File: src/design/buddy_page_allocator_core_macros.svh
// assertion macros for the buddy page allocator
// expect signals clk and rst in the scope of the user
`ifndef BUDDY_PAGE_ALLOCATOR_CORE_MACROS_SVH
`define BUDDY_PAGE_ALLOCATOR_CORE_MACROS_SVH

// plain property under reset
`define BPA_ASSERT(lbl, prop, msg) \
  lbl: assert property (@(posedge clk) disable iff (rst) (prop)) else $error(msg);

// same cycle implication
`define BPA_ASSERT_IMP(lbl, pre, post, msg) \
  lbl: assert property (@(posedge clk) disable iff (rst) (pre) |-> (post)) else $error(msg);

// next cycle implication
`define BPA_ASSERT_NEXT(lbl, pre, post, msg) \
  lbl: assert property (@(posedge clk) disable iff (rst) (pre) |=> (post)) else $error(msg);

`endif

File: src/design/bpa_pkg.sv
// shared types and constants of the buddy page allocator
// no dependencies
`default_nettype none

package bpa_pkg;

  localparam int MAX_PAGES_DEF = 1024;
  localparam int MAX_ORDER_DEF = 10;
  localparam int ADDR_W = 48;
  localparam int BYTES_W = 32;
  localparam int MARK_W = 6;
  localparam int PS_MIN = 4;
  localparam int PS_MAX = 16;
  localparam int PAGES_W = BYTES_W - PS_MIN + 1;
  localparam int IN_W = 88;
  localparam int OUT_W = 56;
  localparam int CFG_W = 48;

  localparam logic [MARK_W-1:0] MARK_CHILD = 6'd63;
  localparam logic [MARK_W-1:0] MARK_USED = 6'd32;

  localparam logic [1:0] OP_ALLOC = 2'd0;
  localparam logic [1:0] OP_FREE = 2'd1;
  localparam logic [1:0] OP_INIT = 2'd2;

  localparam logic [1:0] STAT_OK = 2'd0;
  localparam logic [1:0] STAT_NONE = 2'd1;
  localparam logic [1:0] STAT_SIZE = 2'd2;
  localparam logic [1:0] STAT_ADDR = 2'd3;

  localparam logic [1:0] REG_BASE = 2'd0;
  localparam logic [1:0] REG_PSIZE = 2'd1;
  localparam logic [1:0] REG_PCOUNT = 2'd2;
  localparam logic [1:0] REG_OLIMIT = 2'd3;

  typedef enum logic [4:0] {
    S_CLEAR, S_IDLE, S_DISP, S_INIT_CLR, S_INIT_LG, S_INIT_TOP, S_INIT_CARVE,
    S_INIT_LINK, S_AL_WANT, S_AL_FIND, S_SP_RD, S_SP_A, S_SP_B, S_AL_RD,
    S_AL_POP, S_FR_RD, S_FR_CHK, S_MG_TEST, S_MG_CHK, S_UL_HPOP, S_UL_CHK,
    S_UL_FIX, S_MG_M1, S_MG_M2, S_FR_END, S_DONE
  } state_t;

  typedef enum logic [4:0] {
    U_NONE, U_CLEAR, U_TAKE, U_RES, U_LG, U_TOP, U_DEC, U_CARVE, U_TAIL,
    U_INIT_RES, U_WANT, U_FIND_INIT, U_FIND_NEXT, U_SP_RD, U_SP_A, U_SP_B,
    U_AL_RD, U_AL_POP, U_FR_IDX, U_MK_RD, U_FR_ORD, U_MG_RD, U_UL_START,
    U_UL_HPOP, U_UL_STEP, U_UL_NRD, U_UL_FIX, U_MG_M1, U_MG_M2, U_FR_END,
    U_EMIT
  } uop_t;

  typedef struct packed {
    uop_t uop;
    logic take;
    logic [1:0] code;
  } cmd_t;

  typedef struct packed {
    logic [1:0] op;
    logic bytes_zero;
    logic free_bad;
    logic cnt_last;
    logic lg_more;
    logic carve_end;
    logic carve_fit;
    logic want_big;
    logic want_ok;
    logic find_over;
    logic find_hit;
    logic c_is_want;
    logic c_next_want;
    logic mark_used;
    logic merge_stop;
    logic mk_match;
    logic hv_ord;
    logic head_buddy;
    logic link_valid;
    logic link_buddy;
    logic out_free;
  } stat_t;

endpackage

`default_nettype wire

File: src/design/bpa_ctrl.sv
// sequencer of the buddy page allocator
// depends on bpa_pkg
`default_nettype none

module bpa_ctrl (
  input  wire logic           clk,
  input  wire logic           rst,
  input  wire logic           in_valid,
  input  wire bpa_pkg::stat_t st,
  output bpa_pkg::cmd_t       cmd
);

  bpa_pkg::state_t state, state_next;

  always_ff @(posedge clk) begin
    if (rst) begin
      state <= bpa_pkg::S_CLEAR;
    end else begin
      state <= state_next;
    end
  end

  always_comb begin
    state_next = state;
    cmd.uop = bpa_pkg::U_NONE;
    cmd.take = 1'b0;
    cmd.code = bpa_pkg::STAT_OK;
    unique case (state)
      bpa_pkg::S_CLEAR: begin
        cmd.uop = bpa_pkg::U_CLEAR;
        if (st.cnt_last) state_next = bpa_pkg::S_IDLE;
      end
      bpa_pkg::S_IDLE: begin
        cmd.take = 1'b1;
        if (in_valid) begin
          cmd.uop = bpa_pkg::U_TAKE;
          state_next = bpa_pkg::S_DISP;
        end
      end
      bpa_pkg::S_DISP: begin
        if (st.op == bpa_pkg::OP_INIT) begin
          state_next = bpa_pkg::S_INIT_CLR;
        end else if (st.op == bpa_pkg::OP_ALLOC && !st.bytes_zero) begin
          state_next = bpa_pkg::S_AL_WANT;
        end else if (st.op == bpa_pkg::OP_FREE && !st.free_bad) begin
          cmd.uop = bpa_pkg::U_FR_IDX;
          state_next = bpa_pkg::S_FR_RD;
        end else begin
          cmd.uop = bpa_pkg::U_RES;
          cmd.code = (st.op == bpa_pkg::OP_FREE) ? bpa_pkg::STAT_ADDR : bpa_pkg::STAT_SIZE;
          state_next = bpa_pkg::S_DONE;
        end
      end
      bpa_pkg::S_INIT_CLR: begin
        cmd.uop = bpa_pkg::U_CLEAR;
        if (st.cnt_last) state_next = bpa_pkg::S_INIT_LG;
      end
      bpa_pkg::S_INIT_LG: begin
        if (st.lg_more) begin
          cmd.uop = bpa_pkg::U_LG;
        end else begin
          state_next = bpa_pkg::S_INIT_TOP;
        end
      end
      bpa_pkg::S_INIT_TOP: begin
        cmd.uop = bpa_pkg::U_TOP;
        state_next = bpa_pkg::S_INIT_CARVE;
      end
      bpa_pkg::S_INIT_CARVE: begin
        if (st.carve_end) begin
          cmd.uop = bpa_pkg::U_INIT_RES;
          state_next = bpa_pkg::S_DONE;
        end else if (!st.carve_fit) begin
          cmd.uop = bpa_pkg::U_DEC;
        end else begin
          cmd.uop = bpa_pkg::U_CARVE;
          state_next = bpa_pkg::S_INIT_LINK;
        end
      end
      bpa_pkg::S_INIT_LINK: begin
        cmd.uop = bpa_pkg::U_TAIL;
        state_next = bpa_pkg::S_INIT_CARVE;
      end
      bpa_pkg::S_AL_WANT: begin
        if (st.want_big) begin
          cmd.uop = bpa_pkg::U_RES;
          cmd.code = bpa_pkg::STAT_SIZE;
          state_next = bpa_pkg::S_DONE;
        end else if (st.want_ok) begin
          cmd.uop = bpa_pkg::U_FIND_INIT;
          state_next = bpa_pkg::S_AL_FIND;
        end else begin
          cmd.uop = bpa_pkg::U_WANT;
        end
      end
      bpa_pkg::S_AL_FIND: begin
        if (st.find_over) begin
          cmd.uop = bpa_pkg::U_RES;
          cmd.code = bpa_pkg::STAT_NONE;
          state_next = bpa_pkg::S_DONE;
        end else if (!st.find_hit) begin
          cmd.uop = bpa_pkg::U_FIND_NEXT;
        end else if (st.c_is_want) begin
          state_next = bpa_pkg::S_AL_RD;
        end else begin
          state_next = bpa_pkg::S_SP_RD;
        end
      end
      bpa_pkg::S_SP_RD: begin
        cmd.uop = bpa_pkg::U_SP_RD;
        state_next = bpa_pkg::S_SP_A;
      end
      bpa_pkg::S_SP_A: begin
        cmd.uop = bpa_pkg::U_SP_A;
        state_next = bpa_pkg::S_SP_B;
      end
      bpa_pkg::S_SP_B: begin
        cmd.uop = bpa_pkg::U_SP_B;
        state_next = st.c_next_want ? bpa_pkg::S_AL_RD : bpa_pkg::S_SP_RD;
      end
      bpa_pkg::S_AL_RD: begin
        cmd.uop = bpa_pkg::U_AL_RD;
        state_next = bpa_pkg::S_AL_POP;
      end
      bpa_pkg::S_AL_POP: begin
        cmd.uop = bpa_pkg::U_AL_POP;
        state_next = bpa_pkg::S_DONE;
      end
      bpa_pkg::S_FR_RD: begin
        cmd.uop = bpa_pkg::U_MK_RD;
        state_next = bpa_pkg::S_FR_CHK;
      end
      bpa_pkg::S_FR_CHK: begin
        if (st.mark_used) begin
          cmd.uop = bpa_pkg::U_FR_ORD;
          state_next = bpa_pkg::S_MG_TEST;
        end else begin
          cmd.uop = bpa_pkg::U_RES;
          cmd.code = bpa_pkg::STAT_ADDR;
          state_next = bpa_pkg::S_DONE;
        end
      end
      bpa_pkg::S_MG_TEST: begin
        if (st.merge_stop) begin
          state_next = bpa_pkg::S_FR_END;
        end else begin
          cmd.uop = bpa_pkg::U_MG_RD;
          state_next = bpa_pkg::S_MG_CHK;
        end
      end
      bpa_pkg::S_MG_CHK: begin
        if (!st.mk_match || !st.hv_ord) begin
          state_next = bpa_pkg::S_FR_END;
        end else begin
          cmd.uop = bpa_pkg::U_UL_START;
          state_next = st.head_buddy ? bpa_pkg::S_UL_HPOP : bpa_pkg::S_UL_CHK;
        end
      end
      bpa_pkg::S_UL_HPOP: begin
        cmd.uop = bpa_pkg::U_UL_HPOP;
        state_next = bpa_pkg::S_MG_M1;
      end
      bpa_pkg::S_UL_CHK: begin
        if (!st.link_valid) begin
          state_next = bpa_pkg::S_FR_END;
        end else if (st.link_buddy) begin
          cmd.uop = bpa_pkg::U_UL_NRD;
          state_next = bpa_pkg::S_UL_FIX;
        end else begin
          cmd.uop = bpa_pkg::U_UL_STEP;
        end
      end
      bpa_pkg::S_UL_FIX: begin
        cmd.uop = bpa_pkg::U_UL_FIX;
        state_next = bpa_pkg::S_MG_M1;
      end
      bpa_pkg::S_MG_M1: begin
        cmd.uop = bpa_pkg::U_MG_M1;
        state_next = bpa_pkg::S_MG_M2;
      end
      bpa_pkg::S_MG_M2: begin
        cmd.uop = bpa_pkg::U_MG_M2;
        state_next = bpa_pkg::S_MG_TEST;
      end
      bpa_pkg::S_FR_END: begin
        cmd.uop = bpa_pkg::U_FR_END;
        state_next = bpa_pkg::S_DONE;
      end
      bpa_pkg::S_DONE: begin
        if (st.out_free) begin
          cmd.uop = bpa_pkg::U_EMIT;
          state_next = bpa_pkg::S_IDLE;
        end
      end
      default: begin
        state_next = bpa_pkg::S_CLEAR;
      end
    endcase
  end

endmodule

`default_nettype wire

File: config.mk
export PLATFORM = sky130hd
export DESIGN_NAME = bpa_ctrl
export DESIGN_NICKNAME = d
export VERILOG_FILES = /design/src/design/buddy_page_allocator_core_macros.svh /design/src/design/bpa_pkg.sv /design/src/design/bpa_ctrl.sv
export SDC_FILE = /design/constraint.sdc
export NUM_CORES = 1
export LEC_CHECK = 0
export BUFFER_PORTS_ARGS = -buffer_cell sky130_fd_sc_hd__buf_2
export CORE_AREA = 10 10 59 61
export CTS_CLUSTER_SIZE = 16
export DETAILED_ROUTE_END_ITERATION = 16
export DIE_AREA = 0 0 69 71
export GPL_ROUTABILITY_DRIVEN = 0
export GPL_TIMING_DRIVEN = 0
export HOLD_SLACK_MARGIN = 0.12
export PLACE_DENSITY = 0.81
export SETUP_SLACK_MARGIN = 0.1
export SYNTH_ARGS = -nofsm -noshare
export SYNTH_HDL_FRONTEND = slang
export SYNTH_SLANG_ARGS = --single-unit
File: constraint.sdc
create_clock -name clk -period 3.6 [get_ports clk]
set_input_delay 0.54 -clock clk [delete_from_list [all_inputs] [get_ports clk]]
set_output_delay 0.54 -clock clk [all_outputs]
set_load 0.02 [all_outputs]
==> impl_results.md <==
- Status: finished, final reports clean
- Post-route setup slack: 0.841 ns
- Clock period minus final worst setup slack: 2.76 ns
- Share of cells above drive strength 1: 0.289
- CP arrival: 2.22 ns
- WP depth: 7
- Cell Rows: 18
- Max-slew violations: 0
- Yosys reg bits: 5
- Post-synthesis sequential area ratio: 0.0791
- Place WS: 1.22 ns
- Hold Path Class: in -> reg
- Final setup TNS: 0 ns
- Post-CTS Hold Fix Bufs: 0
- CTS tree: yes
- Die Ht: 71 um
- Chip width: 69 um
- Antenna viol nets, final: 0
- CTS Buf Count: 3
- Fin cells: 248
- Yosys top cell by area: dfxtp_1
- Via count: 1,722
- Wire length after detailed routing: 4730 um
- Worst Path Max Fanout: 10
- Initial antenna violation count: 0
- Final Cycle Share: 0.766
- Distinct cell type count after synthesis: 64
- Hpwl dp: 3600 um
- Ys async rst share: 0
- Synthesized area: 1270 um^2
- Critical path's top delay family: simple AND/OR/NAND/NOR gates
- Headroom to the max-slew limit: 0.669
- Largest Register: state
- Critical Path Sink Type: output port
- Routed len/inst: 19.1 um
- # placed instances: 244
- Peak supply drop: 0.328 mV
- Crit path largest cell delay: 0.49 ns
- DR vias/cell: 6.94
- ANT cells: 0
- Path depth of the worst reg2reg path: 6
- Final setup violation count: 0
- Post-CTS Setup Bufs: 0
- Hold depth: 2
- Mapped Nets: 207
- GR Overflow Total: 0
- Final-layout fill cell count: 253
- Post-layout net count: 244
- Fmax: 363 MHz
- Most frequent cell after synthesis: a21oi_1
- Post-route DRC: 0
- Port Buffers: 32
- Post-synth EDFFs: 0
- Share of the synthesized area in the top cell type: 0.0791
- Clock Sinks: 5
- WHS: 0.587 ns
- Area grow syn2layout: 17.7%
- Lkg Pwr: 0.587 nW
- Startpoint Class: flip-flop
- Clk_lat worst skew: 0.24 ns
- Io pins: 33
- Storage element area: 100 um^2
- Worst-path clk slew: 0.04 ns
- Synth cell count leaders: a21oi_1 (14), buf_2 (12), nor2_1 (12), o21ai_0 (12), nand2_1 (10)
- Mapped Cells: 182
- Crit Path Category: reg -> out
- Initial Util: 0.530
- Vias in the first global route: 1,608
- Die ar.: 4900 um^2
- Core outline area: 2390 um^2
- Largest net degree at the start of global routing: 11
- Worst EP required: 3.06 ns
- CP max stage cell: dfxtp_1
- Hold Violations, Final: 0
- Placed Area: 1460 um^2
- Dominant synthesized flop cell: dfxtp_1
- Drt pass-1 iters: 5
- Overall Global Routing Usage: 0.180
- Synthesized area per cell: 6.96 um^2
- Design Area, Final: 1490 um^2
- CP cell instances: buf_2 > nand2_1 > nand2_1 > o31ai_1 > a311oi_1 > nand3_1 > buf_2
- Max reg flops: 5
- Yosys warns: 0
- Fin Clk Skew: 0.00421 ns
- Worst Path Buf+Inv: 2
- Post-CTS Resized: 0
- Maxcap violations: 0
- First-pass GRT wire length: 7600 um
- CTS H-tree lvls: 1
- Least-Margin Pin Slew: 0.495 ns
- Root Buffer: clkbuf_4
- Biggest regs: state (5)
- Clock tree buffer depth: 2
- Synth area leaders: dfxtp_1 (7.9%), a21oi_1 (5.5%), buf_2 (4.7%), o21ai_0 (4.7%), nor2b_1 (4.0%)
- RSZ-0062 raised after global routing: no
- Initial DRC count: 198
- Multi-input logic area: 1070 um^2
- Power Density: 602 nW/um^2
-- report_power, final --
group	switching (mW)	internal [mW]
Clock	0.0207	0.0417
Combinational	0.470	0.277
Sequential	0.0151	0.0720
Total	0.506	0.391
-- logic make-up after synthesis --
family / share of synthesized area
mux: 0.0316
buf+inv: 0.0771
xor+xnor: 0.00692
flops: 0.0791
simple gates: 0.404
compound gates: 0.401
-- per-layer routing --
| metal | part of all wire | up-vias | global-route usage |
|---|---|---|---|
| met5 | 0 | - | 0 |
| met4 | 0.027 | 0 | 0.0962 |
| met3 | 0.14 | 19 | 0.0558 |
| met2 | 0.45 | 134 | 0.277 |
| met1 | 0.39 | 792 | 0.217 |
| li1 | - | 777 | - |
-- final timing paths --
path / start / to / slack [ns]
min reg2reg: state[1] / state[1] / 0.83
min: rst / state[4] / 0.59
max: state[1] / cmd[4] / 0.84
max reg2reg: state[2] / state[0] / 1.73
-- per-stage QoR --
stage | total power [mW] | util
after global placement | 0.807 | 0.613
after global routing | 0.951 | 0.624
after detailed placement | 0.807 | 0.613
final | 0.896 | 0.624
after floorplan | 0.612 | -
after CTS | 0.871 | 0.624
-- cells in the final DEF, fill, tap and decap left out, types with 2 or more instances in the layout --
master      n
nor2b_1     8
nor4_1      4
o32ai_1     2
o2bb2ai_1   5
nand2_1    10
clkbuf_4    3
nand2b_1    6
o21ai_0    12
a211oi_1    2
nand3b_1    3
or3b_2      2
a32oi_1     2
a21oi_1    14
a21o_1      3
clkbuf_1    3
nor3_1      4
and3_1      3
nand3_1     8
nor3b_2     2
and2_1      2
nor3b_1     5
dfxtp_1     5
o21ai_1     3
nor2_1     12
o22ai_1     3
or3_1       2
o31ai_1     5
mux2i_1     4
buf_2      44
inv_1       2
-- cell type report --
cell class,instances,share of cell area
buffer,16,0.0579
timing repair buffer,32,0.107
tap,30,0.0252
multi-input combinational,158,0.717
inverter,3,0.00756
sequential,5,0.0672
clock buffer,4,0.0176
(Power assumes the default switching activity.)
